## config.mk

```make
export PLATFORM = sky130hd
export DESIGN_NAME = supply_voltage_monitor
export DESIGN_NICKNAME = d
export VERILOG_FILES = /design/src/rtl/svm_pkg.sv /design/src/rtl/svm_div.sv /design/src/rtl/svm_dpath.sv /design/src/rtl/svm_ctrl.sv /design/src/rtl/supply_voltage_monitor.sv
export SDC_FILE = /design/constraint.sdc
export NUM_CORES = 1
export LEC_CHECK = 0
export BUFFER_PORTS_ARGS = -buffer_cell sky130_fd_sc_hd__buf_2
export CAP_MARGIN = 15
export CORE_MARGIN = 2
export CORE_UTILIZATION = 40
export CTS_CLUSTER_SIZE = 8
export DETAILED_ROUTE_END_ITERATION = 16
export GPL_TIMING_DRIVEN = 0
export PLACE_DENSITY = 0.53
export SYNTH_ARGS = -nofsm -noshare
export SYNTH_HDL_FRONTEND = slang
export SYNTH_SLANG_ARGS = --single-unit
```

## constraint.sdc

```tcl
create_clock -name clk -period 8.8 [get_ports clk]
set_clock_uncertainty 0.2 [all_clocks]
set_input_delay 0.44 -clock clk [delete_from_list [all_inputs] [get_ports clk]]
set_output_delay 0.44 -clock clk [all_outputs]
set_load 0.005 [all_outputs]
```

## src/rtl/svm_pkg.sv

```systemverilog
// supply voltage monitor package: register map, reset values, payload and
// control structs shared by all rtl files; depends on nothing
package svm_pkg;

  localparam int ADC_W     = 10;
  localparam int MV_W      = 16;
  localparam int SCALE_W   = 21;
  localparam int GRACE_W   = 8;
  localparam int STEP_W    = 8;
  localparam int DIV_W     = SCALE_W;
  localparam int PADDR_W   = 5;
  localparam int PDATA_W   = 32;
  localparam int REG_IDX_W = 3;

  localparam logic [MV_W-1:0] MV_MAX = '1;

  // register indexes, byte address is 4 * index
  localparam logic [REG_IDX_W-1:0] REG_HIGH_THR  = 3'd0;
  localparam logic [REG_IDX_W-1:0] REG_LOW_THR   = 3'd1;
  localparam logic [REG_IDX_W-1:0] REG_LOW_VOLT  = 3'd2;
  localparam logic [REG_IDX_W-1:0] REG_REF_SCALE = 3'd3;
  localparam logic [REG_IDX_W-1:0] REG_GRACE_LEN = 3'd4;
  localparam logic [REG_IDX_W-1:0] REG_TICK_STEP = 3'd5;

  localparam logic [MV_W-1:0]    RST_HIGH_THR  = 16'd4000;
  localparam logic [MV_W-1:0]    RST_LOW_THR   = 16'd3000;
  localparam logic [MV_W-1:0]    RST_LOW_VOLT  = 16'd3300;
  localparam logic [SCALE_W-1:0] RST_REF_SCALE = 21'd1125300;
  localparam logic [GRACE_W-1:0] RST_GRACE_LEN = 8'd2;
  localparam logic [STEP_W-1:0]  RST_TICK_STEP = 8'd100;

  typedef struct packed {
    logic             mode;
    logic [ADC_W-1:0] adc_sample;
  } svm_in_t;

  typedef struct packed {
    logic [MV_W-1:0] vcc_mv;
    logic            adc_stable;
    logic            power_connected;
    logic            power_lost;
    logic            power_low;
  } svm_out_t;

  typedef struct packed {
    logic [MV_W-1:0]    high_thr;
    logic [MV_W-1:0]    low_thr;
    logic [MV_W-1:0]    low_volt;
    logic [SCALE_W-1:0] ref_scale;
    logic [GRACE_W-1:0] grace_len;
    logic [STEP_W-1:0]  tick_step;
  } svm_cfg_t;

  typedef struct packed {
    logic update;
    logic div_start;
    logic load_avg;
    logic load_out;
  } svm_cmd_t;

  typedef struct packed {
    logic div_done;
    logic out_free;
  } svm_sts_t;

endpackage

```

## src/rtl/svm_div.sv

```systemverilog
// supply voltage monitor divider: restoring unsigned divider, one quotient
// bit per cycle; depends on svm_pkg
module svm_div (
  input  logic                      clk,
  input  logic                      rst_n,
  input  logic                      start,
  input  logic [svm_pkg::DIV_W-1:0] num,
  input  logic [svm_pkg::DIV_W-1:0] den,
  output logic                      done,
  output logic [svm_pkg::DIV_W-1:0] quo
);

  localparam int W     = svm_pkg::DIV_W;
  localparam int CNT_W = $clog2(W);

  logic [W-1:0]     q_r, rem_r, den_r;
  logic [CNT_W-1:0] cnt_r;
  logic             busy_r, done_r;
  logic [W:0]       shifted;
  logic             ge;
  logic [W-1:0]     rem_nxt;

  always_comb begin
    shifted = {rem_r, q_r[W-1]};
    ge      = shifted >= {1'b0, den_r};
    rem_nxt = ge ? W'(shifted - {1'b0, den_r}) : W'(shifted);
  end

  always_ff @(posedge clk) begin
    if (!rst_n) begin
      busy_r <= 1'b0;
      done_r <= 1'b0;
      cnt_r  <= '0;
    end else begin
      done_r <= 1'b0;
      if (start) begin
        busy_r <= 1'b1;
        cnt_r  <= '0;
      end else if (busy_r) begin
        cnt_r <= cnt_r + CNT_W'(1);
        if (cnt_r == CNT_W'(W - 1)) begin
          busy_r <= 1'b0;
          done_r <= 1'b1;
        end
      end
    end
  end

  always_ff @(posedge clk) begin
    if (start) begin
      q_r   <= num;
      rem_r <= '0;
      den_r <= den;
    end else if (busy_r) begin
      q_r   <= {q_r[W-2:0], ge};
      rem_r <= rem_nxt;
    end
  end

  assign done = done_r;
  assign quo  = q_r;

endmodule

```

## src/rtl/svm_dpath.sv

```systemverilog
// supply voltage monitor datapath: sample ring with running sum, tick and
// grace counters, ring average, divider, flag logic and output register;
// depends on svm_pkg, svm_div
module svm_dpath #(
  parameter int RING_DEPTH    = 5,
  parameter int STABLE_TARGET = 10
) (
  input  logic              clk,
  input  logic              rst_n,
  input  svm_pkg::svm_cfg_t cfg,
  input  svm_pkg::svm_in_t  in_data,
  input  svm_pkg::svm_cmd_t cmd,
  output svm_pkg::svm_sts_t sts,
  output logic              out_valid,
  input  logic              out_ready,
  output svm_pkg::svm_out_t out_data
);

  localparam int SAMPLE_BITS = svm_pkg::ADC_W;
  localparam int SLOT_W      = $clog2(RING_DEPTH);
  localparam int SUM_W       = SAMPLE_BITS + $clog2(RING_DEPTH);
  localparam int STABLE_W    = $clog2(STABLE_TARGET + 1);
  localparam int W           = svm_pkg::DIV_W;
  localparam int MV_W        = svm_pkg::MV_W;
  // average by reciprocal multiplication, exact for every ring sum
  localparam int AVG_SH      = SUM_W + $clog2(RING_DEPTH);
  localparam int PROD_W      = SUM_W + AVG_SH;
  localparam logic [PROD_W-1:0] AVG_MUL = PROD_W'(((64'd1 << AVG_SH) + 64'(RING_DEPTH)
                                                   - 64'd1) / 64'(RING_DEPTH));

  logic [SAMPLE_BITS-1:0]      ring_r [RING_DEPTH];
  logic [SLOT_W-1:0]           slot_r;
  logic [SUM_W-1:0]            sum_r;
  logic [STABLE_W-1:0]         stable_r;
  logic [svm_pkg::STEP_W-1:0]  tick_r;
  logic [svm_pkg::GRACE_W-1:0] grace_r;
  logic [SAMPLE_BITS-1:0]      avg_r;
  logic                        out_valid_r;
  svm_pkg::svm_out_t           out_data_r;

  logic [SAMPLE_BITS-1:0]     sample;
  logic [svm_pkg::STEP_W-1:0] tick_inc;
  logic [PROD_W-1:0]          avg_prod;
  logic [W-1:0]               div_num, div_den, quo;
  logic                       div_done;
  logic [MV_W-1:0]            vcc;
  logic                       grace_on;
  svm_pkg::svm_out_t          result;

  assign sample   = SAMPLE_BITS'(in_data.adc_sample);
  assign tick_inc = tick_r + svm_pkg::STEP_W'(1);

  always_ff @(posedge clk) begin
    if (!rst_n) begin
      for (int i = 0; i < RING_DEPTH; i++) ring_r[i] <= '0;
      slot_r   <= '0;
      sum_r    <= '0;
      stable_r <= '0;
      tick_r   <= '0;
      grace_r  <= '0;
    end else if (cmd.update) begin
      if (!in_data.mode) begin
        ring_r[slot_r] <= sample;
        sum_r <= sum_r - SUM_W'(ring_r[slot_r]) + SUM_W'(sample);
        slot_r <= (slot_r == SLOT_W'(RING_DEPTH - 1)) ? '0 : slot_r + SLOT_W'(1);
        if (stable_r != STABLE_W'(STABLE_TARGET)) stable_r <= stable_r + STABLE_W'(1);
        // grace steps down once the tick count passes the step length
        if (tick_inc > cfg.tick_step) begin
          tick_r <= '0;
          if (grace_r != '0) grace_r <= grace_r - svm_pkg::GRACE_W'(1);
        end else begin
          tick_r <= tick_inc;
        end
      end else begin
        grace_r <= cfg.grace_len;
      end
    end
  end

  assign avg_prod = PROD_W'(sum_r) * AVG_MUL;

  always_ff @(posedge clk) begin
    if (cmd.load_avg) avg_r <= avg_prod[AVG_SH +: SAMPLE_BITS];
  end

  assign div_num = cfg.ref_scale;
  assign div_den = W'(avg_r);

  svm_div u_div (
    .clk   (clk),
    .rst_n (rst_n),
    .start (cmd.div_start),
    .num   (div_num),
    .den   (div_den),
    .done  (div_done),
    .quo   (quo)
  );

  always_comb begin
    if (avg_r == '0 || quo[W-1:MV_W] != '0) vcc = svm_pkg::MV_MAX;
    else vcc = quo[MV_W-1:0];
    grace_on               = grace_r != '0;
    result.vcc_mv          = vcc;
    result.adc_stable      = stable_r == STABLE_W'(STABLE_TARGET);
    result.power_connected = grace_on || (vcc > cfg.high_thr);
    result.power_lost      = !grace_on && (vcc < cfg.low_thr);
    result.power_low       = !grace_on && (vcc < cfg.low_volt);
  end

  always_ff @(posedge clk) begin
    if (!rst_n) begin
      out_valid_r <= 1'b0;
    end else if (cmd.load_out) begin
      out_valid_r <= 1'b1;
    end else if (out_ready) begin
      out_valid_r <= 1'b0;
    end
  end

  always_ff @(posedge clk) begin
    if (cmd.load_out) out_data_r <= result;
  end

  assign sts.div_done = div_done;
  assign sts.out_free = !out_valid_r || out_ready;
  assign out_valid    = out_valid_r;
  assign out_data     = out_data_r;

  a_slot_range: assert property (@(posedge clk) disable iff (!rst_n)
    slot_r <= SLOT_W'(RING_DEPTH - 1))
    else $error("ring slot out of range");

  a_stable_cap: assert property (@(posedge clk) disable iff (!rst_n)
    stable_r <= STABLE_W'(STABLE_TARGET))
    else $error("stable count past target");

  a_load_shows: assert property (@(posedge clk) disable iff (!rst_n)
    cmd.load_out |=> out_valid_r)
    else $error("loaded result not presented");

  a_div_multi: assert property (@(posedge clk) disable iff (!rst_n)
    cmd.div_start |=> !div_done)
    else $error("divider finished in one cycle");

endmodule

```

## src/rtl/svm_ctrl.sv

```systemverilog
// supply voltage monitor controller: sequences state update, the ring
// average, the divider pass and the result transfer; depends on svm_pkg
module svm_ctrl (
  input  logic              clk,
  input  logic              rst_n,
  input  logic              in_valid,
  output logic              in_ready,
  output svm_pkg::svm_cmd_t cmd,
  input  svm_pkg::svm_sts_t sts
);

  typedef enum logic [2:0] {
    S_IDLE,
    S_AVG,
    S_MV_GO,
    S_MV_RUN,
    S_OUT
  } state_t;

  state_t state_r, state_nxt;

  always_comb begin
    state_nxt = state_r;
    in_ready  = 1'b0;
    cmd       = '0;
    case (state_r)
      S_IDLE: begin
        in_ready = 1'b1;
        if (in_valid) begin
          cmd.update = 1'b1;
          state_nxt  = S_AVG;
        end
      end
      S_AVG: begin
        cmd.load_avg = 1'b1;
        state_nxt    = S_MV_GO;
      end
      S_MV_GO: begin
        cmd.div_start = 1'b1;
        state_nxt     = S_MV_RUN;
      end
      S_MV_RUN: begin
        if (sts.div_done) state_nxt = S_OUT;
      end
      S_OUT: begin
        // wait here only while the previous result is still unread
        if (sts.out_free) begin
          cmd.load_out = 1'b1;
          state_nxt    = S_IDLE;
        end
      end
      default: state_nxt = S_IDLE;
    endcase
  end

  always_ff @(posedge clk) begin
    if (!rst_n) begin
      state_r <= S_IDLE;
    end else begin
      state_r <= state_nxt;
    end
  end

  a_load_free: assert property (@(posedge clk) disable iff (!rst_n)
    cmd.load_out |-> sts.out_free)
    else $error("result loaded over an unread one");

  a_accept_starts: assert property (@(posedge clk) disable iff (!rst_n)
    (in_valid && in_ready) |=> cmd.load_avg ##1 cmd.div_start)
    else $error("accepted item did not start the divider");

  a_one_cmd: assert property (@(posedge clk) disable iff (!rst_n)
    $onehot0({cmd.update, cmd.div_start, cmd.load_avg, cmd.load_out}))
    else $error("overlapping controller commands");

endmodule

```

## src/rtl/supply_voltage_monitor.sv

```systemverilog
// supply voltage monitor top level: configuration registers behind the
// register port, controller and datapath; depends on svm_pkg, svm_ctrl, svm_dpath
//
// usage:
//  - in channel (in_valid/in_ready/in_data): one item per 10 ms tick; mode 0
//    carries a reference sample, mode 1 loads the grace countdown
//  - out channel (out_valid/out_ready/out_data): exactly one result per item,
//    supply millivolts plus stable, connected, lost and low flags
//  - register port (psel/penable/pwrite/paddr/pwdata/prdata/pready): six
//    registers at byte addresses 0x00..0x14, pready is tied high, write only
//    while no item is in flight
//  - after the input transfer: update, ring average register, divider start,
//    the bit-serial divider (scale over average), done, output load
//  - in_ready is high only while no item is in flight; a finished result sits
//    in the output register, so the next item is taken while it waits
//  - if the receiver stalls, the following result is held back until the
//    earlier one is transferred, and in_ready stays low meanwhile
//  - reset clears the ring, counters and grace countdown and restores the
//    register defaults; no clearing pass is needed
module supply_voltage_monitor #(
  parameter int RING_DEPTH    = 5,
  parameter int STABLE_TARGET = 10
) (
  input  logic                        clk,
  input  logic                        rst_n,
  input  logic                        in_valid,
  output logic                        in_ready,
  input  svm_pkg::svm_in_t            in_data,
  output logic                        out_valid,
  input  logic                        out_ready,
  output svm_pkg::svm_out_t           out_data,
  input  logic                        psel,
  input  logic                        penable,
  input  logic                        pwrite,
  input  logic [svm_pkg::PADDR_W-1:0] paddr,
  input  logic [svm_pkg::PDATA_W-1:0] pwdata,
  output logic [svm_pkg::PDATA_W-1:0] prdata,
  output logic                        pready
);

  localparam int DW = svm_pkg::PDATA_W;

  svm_pkg::svm_cfg_t cfg_r;
  svm_pkg::svm_cmd_t cmd;
  svm_pkg::svm_sts_t sts;
  logic [svm_pkg::REG_IDX_W-1:0] reg_idx;
  logic                          wr_en;

  assign pready  = 1'b1;
  assign reg_idx = paddr[svm_pkg::PADDR_W-1:2];
  assign wr_en   = psel && penable && pwrite && pready;

  always_ff @(posedge clk) begin
    if (!rst_n) begin
      cfg_r.high_thr  <= svm_pkg::RST_HIGH_THR;
      cfg_r.low_thr   <= svm_pkg::RST_LOW_THR;
      cfg_r.low_volt  <= svm_pkg::RST_LOW_VOLT;
      cfg_r.ref_scale <= svm_pkg::RST_REF_SCALE;
      cfg_r.grace_len <= svm_pkg::RST_GRACE_LEN;
      cfg_r.tick_step <= svm_pkg::RST_TICK_STEP;
    end else if (wr_en) begin
      case (reg_idx)
        svm_pkg::REG_HIGH_THR:  cfg_r.high_thr  <= pwdata[svm_pkg::MV_W-1:0];
        svm_pkg::REG_LOW_THR:   cfg_r.low_thr   <= pwdata[svm_pkg::MV_W-1:0];
        svm_pkg::REG_LOW_VOLT:  cfg_r.low_volt  <= pwdata[svm_pkg::MV_W-1:0];
        svm_pkg::REG_REF_SCALE: cfg_r.ref_scale <= pwdata[svm_pkg::SCALE_W-1:0];
        svm_pkg::REG_GRACE_LEN: cfg_r.grace_len <= pwdata[svm_pkg::GRACE_W-1:0];
        svm_pkg::REG_TICK_STEP: cfg_r.tick_step <= pwdata[svm_pkg::STEP_W-1:0];
        default: ;
      endcase
    end
  end

  always_comb begin
    case (reg_idx)
      svm_pkg::REG_HIGH_THR:  prdata = DW'(cfg_r.high_thr);
      svm_pkg::REG_LOW_THR:   prdata = DW'(cfg_r.low_thr);
      svm_pkg::REG_LOW_VOLT:  prdata = DW'(cfg_r.low_volt);
      svm_pkg::REG_REF_SCALE: prdata = DW'(cfg_r.ref_scale);
      svm_pkg::REG_GRACE_LEN: prdata = DW'(cfg_r.grace_len);
      svm_pkg::REG_TICK_STEP: prdata = DW'(cfg_r.tick_step);
      default:                prdata = '0;
    endcase
  end

  svm_ctrl u_ctrl (
    .clk      (clk),
    .rst_n    (rst_n),
    .in_valid (in_valid),
    .in_ready (in_ready),
    .cmd      (cmd),
    .sts      (sts)
  );

  svm_dpath #(
    .RING_DEPTH    (RING_DEPTH),
    .STABLE_TARGET (STABLE_TARGET)
  ) u_dpath (
    .clk       (clk),
    .rst_n     (rst_n),
    .cfg       (cfg_r),
    .in_data   (in_data),
    .cmd       (cmd),
    .sts       (sts),
    .out_valid (out_valid),
    .out_ready (out_ready),
    .out_data  (out_data)
  );

endmodule

```

; ---- After elaboration in Yosys (flattened, before gate mapping)
; Memories as Yosys holds them, arrays and structs flattened. A register that Yosys moved wholly into a read port is not among the register bits.
; Index checks and enable logic that the tools add are counted.
[op_classes]
eq_ne = 16
bitwise_logic = 3
n_div = 0
n_mux = 37
shift = 0
reduce_logical = 31
n_lt_le_gt_ge = 5
addsub = 8
n_mul = 1
[ops]
columns = cell, n
row1 = one-hot mux 21 bit (6 select lines), 1
row2 = 2-to-1 mux 21 bit, 3
row3 = less-than comparator 16 bit, 2
row4 = 2-to-1 mux 8 bit, 4
row5 = multiplier 13 x 12 -> 24 bit (second input constant), 1
row6 = greater-or-equal comparator 22 x 10 -> 1 bit, 1
row7 = 2-to-1 mux 3 bit, 7
row8 = subtractor 21 x 10 -> 21 bit, 1
row9 = 2-to-1 mux 1 bit, 19
row10 = greater-than comparator 16 bit, 1
row11 = 2-to-1 mux 16 bit, 1
row12 = one-hot mux 3 bit (5 select lines), 1
row13 = AND reduction 2 bit, 7
row14 = adder 13 x 10 -> 13 bit, 1
row15 = subtractor 13 x 10 -> 13 bit, 1
row16 = equality test 3 x 2 -> 1 bit (second input constant), 4
row17 = equality test 3 bit (second input constant), 4
row18 = zero test 10 bit, 1
row19 = 2-to-1 mux 10 bit, 1
row20 = OR reduction 10 bit, 1
row21 = AND reduction 3 bit, 3
row22 = adder 8 x 1 -> 8 bit (second input constant), 1
row23 = greater-than comparator 8 bit, 1
row24 = nonzero test 2 bit, 4
row25 = other kinds (19), 30
[totals]
register_bits = 214
ramBits = 50
latch_bits = 0
in_bits = 55
mem_bits_ro = 0
word_cells = 127
mem_count = 1
output_inout_bits = 55
[mem_list]
columns = name, depth, word_bits, read_ports, rd_ports_with_merged_regs, wr, line
row1 = u_dpath.ring_r, 5, 10, 1, 1, 5, svm_dpath.sv:31  ; logic [SAMPLE_BITS-1:0] ring_r [RING_DEPTH];

; ---- Longest topological paths before layout
[depth]
depth_word = 7
mapped_depth = 17
depth_no_buf = 17

; ---- Modules after synthesis
; From an unflattened synthesis, not the netlist that was laid out.
[hier_totals]
hier_cells = 1896
hier_area_um2 = 19516.2
[modules_own_cells]
columns = mod, area_each_um2, instances, cells_each
row1 = svm_dpath, 11408.4, 1, 1083
row2 = supply_voltage_monitor, 3997.6, 1, 419
row3 = svm_div, 3947.5, 1, 377
row4 = svm_ctrl, 162.7, 1, 17

; ---- Worst setup path before layout
; No wires, ideal clock.
[synth_timing]
path_kind = flip-flop to flip-flop
start = register u_dpath.sum_r[1]
end = register u_dpath.avg_r[9], data pin
path_slack_ns = 3.924
stages_incl_launch_ff = 17
arrival_time_ns = 4.414
setup_ns = 0.262
path_cell_list = dfxtp_1 > ha_1 > xor2_1 > ha_1 > fa_1 > fa_1 > inv_1 > fa_1 > inv_1 > ha_1 > o21ai_0 > nor2_1 > o31ai_1 > nor2_1 > a311o_1 > o31ai_2 > xnor2_1
[synth_via]
elab_chain_cells = 1
[synth_lines]
columns = item, line
row1 = from (decl), svm_dpath.sv:33  ; logic [SUM_W-1:0] sum_r;
row2 = from (signal assigned), svm_dpath.sv:64  ; sum_r <= sum_r - SUM_W'(ring_r[slot_r]) + SUM_W'(sample);
row3 = multiplier 13 x 12 -> 24 bit, svm_dpath.sv:80  ; assign avg_prod = PROD_W'(sum_r) * AVG_MUL;
row4 = via u_dpath.avg_prod[25], svm_dpath.sv:43  ; logic [PROD_W-1:0] avg_prod;
row5 = to (signal assigned), svm_dpath.sv:83  ; if (cmd.load_avg) avg_r <= avg_prod[AVG_SH +: SAMPLE_BITS];
row6 = to (decl), svm_dpath.sv:37  ; logic [SAMPLE_BITS-1:0] avg_r;
; The timed path passes the listed nets, and every way through them passes these cells.
; A chain may end at the register's enable or synchronous reset.

; ---- Worst setup path in the final report
; Ends and elaborated chain as after synthesis.

==> results.py <==
metrics = {
    "pwr": {
        "power_density_nw_per_um2": 208,
        "seq_power_share": 0.385,
        "p_leak_nw": 8.89,
        "swShare": 0.305,
        "power_w": 0.00429,
        "clockPowerShare": 0.365,
        "combPwrFrac": 0.250,
        "power.switching_w": 0.00131,
        "ir_worst_vdd_mv": 0.189,
        "p_int_w": 0.00298,
    },
    "timing": {
        "timing.final.crit_share": 0.616,
        "slew_headroom": 0.325,
        "slew_violations": 0,
        "setup_viol": 0,
        "post-route-min-period_ns": 5.42,
        "max_freq_mhz": 185,
        "tightest_slew_ns": 1.01,
        "hold-worst-slack_ns": 0.0244,
        "hold_viol_final": 0,
        "setup-tns-final_ns": 0,
        "grt_setup_unrepaired": "no",
    },
    "floorplanning": {
        "num_rows": 77,
        "core_um2": 44200,
        "die_area_um2": 46500,
        "start_util": 0.405,
        "die_x_um": 216,
        "fp.dieH_um": 216,
        "ios": 110,
    },
    "clock_tree": {
        "cts_max_path_buffers": 3,
        "htree_levels": 2,
        "cts_buffers": 43,
        "cts_sinks": 297,
        "tritoncts": "built",
        "clk_pin_slew_ns": 0.06,
        "cts-root-buf": "clkbuf_16",
        "insertion_delay_ns": 0.55,
        "post_cts_buffers": 0,
    },
    "synth": {
        "async_flop_share": 0,
        "synth_compound_area_frac": 0.101,
        "avgSynthCellArea_um2": 9.81,
        "synth_xor_area_frac": 0.0259,
        "yosys.area_share.simple": 0.159,
        "syn_inst": 1826,
        "ys.flop_type": "dfxtp_1",
        "synth_top_family_by_area": "adder cells",
        "netlist-cell-type-count": 70,
        "ys.warnings.count": 0,
        "yosys-mux-area-fraction": 0.0580,
        "synth_fa_ha_area_frac": 0.179,
        "ys_seq_elements": 297,
        "synth_area_um2": 17900,
        "synth-edff-count": 141,
        "seq_area_frac_synth": 0.411,
    },
    "finish": {
        "utilization": 0.467,
        "syn2layout_area_growth_pct": 15.3,
        "drive_gt1_frac": 0.106,
        "layout_common_cells": "nand2_1 (254), inv_1 (206), ha_1 (172)",
        "final_common_cell": "nand2_1",
        "multi_input_area_um2": 9420,
        "nets": 2270,
        "fillers": 4221,
        "seqCellArea_um2": 7360,
    },
    "global_route": {
        "grt_max_degree": 23,
        "grt_pass1_wl_um": 76300,
        "grt_usage": 0.211,
        "overflow": 0,
        "grt_pass1_vias": 13700,
        "grt_antenna_before_repair": 2,
    },
    "detailed_routing": {
        "drt_iter0_drc": 821,
        "wire_per_inst_um": 18.5,
        "vias": 13600,
        "drc_errors": 0,
        "detail-route-antenna-nets": 0,
        "wl_um": 48400,
        "first_pass_iters": 5,
        "routed_via_density": 5.19,
    },
    "critical_path": {
        "crit_path_max_fanout": 7,
        "arrival_ns": 5.50,
        "setup.worst_path.start_class": "register",
        "path_class": "register to register",
        "critPathRequiredTime_ns": 8.89,
        "critPathCaptureType": "register",
    },
    "run": {
        "drv_cap": 0,
    },
    "status": {
        "status": "finished clean",
    },
    "place": {
        "hpwl_um": 36400,
        "placement.io_buffers": 83,
        "gp_congestion": 0.889,
    },
    "hold_path": {
        "min_path_type": "primary input to register",
    },
}
## power by group through the flow
| stage | Combinational [W] | Clock, W | Sequential [W] |
|---|---|---|---|
| after floorplan | 0.000824 | 0 | 0.00165 |
| after global placement | 0.00105 | 0 | 0.00168 |
| after detailed placement | 0.00106 | 0 | 0.00168 |
| after CTS | 0.00109 | 0.00160 | 0.00165 |
| after global routing | 0.00124 | 0.00165 | 0.00167 |
| final | 0.00107 | 0.00157 | 0.00165 |
## critical path, cell delays in order (launching register included)
cell and delay, ns:
dfxtp_1 0.51, ha_1 0.33, xor2_1 0.15, ha_1 0.31, fa_1 0.52, fa_1 0.56
inv_1 0.06, fa_1 0.55, inv_1 0.05, ha_1 0.29, o21ai_0 0.18, nor2_1 0.12
o31ai_1 0.44, nor2_1 0.13, a311o_1 0.43, o31ai_2 0.22, xnor2_1 0.10
## metrics by stage
step / area, um2 / std cells / setup WS [ns]
3_5_place_dp: 19100 / 2513 / 3.39
4_1_cts: 20600 / 2613 / 3.35
3_3_place_gp: 19100 / 2511 / 3.43
5_1_grt: 20600 / 2614 / 3.12
2_1_floorplan: 17900 / 1836 / 3.92
6_report: 20600 / 2614 / 3.38
## state kept, by name, summed over array words and instances, names as in the netlist, 10 cells and up, named ones only
register	flops
u_dpath.avg_r	10
u_dpath.sum_r	13
u_dpath.ring_r	80
cfg_r	85
u_dpath.u_div.rem_r	21
u_dpath.u_div.quo	21
u_dpath.out_data	20
u_dpath.u_div.den_r	10
## repair_timing
item                       4_1_cts  5_1_grt
hold endpoints to repair        63        0
resized for setup                0        0
hold buffers                    24        0
setup endpoints to repair        0        0
## kinds of logic after synthesis
family,after synthesis
simple gates,596
other cells,2
fa+ha+maj,225
compound gates,290
flops,297
xor+xnor,53
buf+inv,297
mux,66
## layer usage
metal | global-route usage | share of wire | vias to the layer above
li1 | - | - | 6655
met1 | 0.275 | 0.45 | 6491
met2 | 0.355 | 0.47 | 316
met3 | 0.0296 | 0.044 | 90
met4 | 0.0793 | 0.033 | 2
met5 | 0 | 0.00025 | -
## cell usage after synthesis (18+ instances only)
| cell | instances | area share |
|---|---|---|
| a21oi_1 | 112 | 0.031 |
| mux2i_1 | 25 | 0.014 |
| nor2b_1 | 24 | 0.0084 |
| nand3_1 | 46 | 0.013 |
| nand2_1 | 254 | 0.053 |
| nor4_1 | 43 | 0.015 |
| and2_1 | 27 | 0.0094 |
| and3_1 | 18 | 0.0063 |
| o21ai_0 | 53 | 0.015 |
| edfxtp_1 | 141 | 0.24 |
| ha_1 | 172 | 0.12 |
| o211ai_1 | 31 | 0.013 |
| fa_1 | 53 | 0.059 |
| nor3_1 | 20 | 0.0056 |
| xnor2_1 | 35 | 0.017 |
| clkbuf_1 | 72 | 0.015 |
| mux4_2 | 29 | 0.036 |
| a21o_1 | 22 | 0.0092 |
| nor2_1 | 89 | 0.019 |
| inv_1 | 206 | 0.043 |
| xor2_1 | 18 | 0.0088 |
| dfxtp_1 | 156 | 0.17 |
## worst paths after layout
kind,startpoint,cells after the start,slack (ns),end
worst max register to register,u_dpath.sum_r[1],16,3.38,u_dpath.avg_r[9]
worst min-delay path,pwdata[4],3,0.02,cfg_r[41]
worst min register to register,u_dpath.avg_r[9],0,0.25,u_dpath.u_div.den_r[9]
worst max-delay path,u_dpath.sum_r[1],16,3.38,u_dpath.avg_r[9]
## cell type report
| type | count | share of cell area |
|---|---|---|
| sequential | 297 | 0.356 |
| antenna | 1 | 0.000121 |
| inverter | 206 | 0.0375 |
| clock buffer | 76 | 0.0612 |
| buffer | 91 | 0.0192 |
| multi-input combinational | 1242 | 0.456 |
| timing repair buffer | 109 | 0.0333 |
| tap | 592 | 0.0359 |
Note: power is estimated with default switching activity, not from simulation.
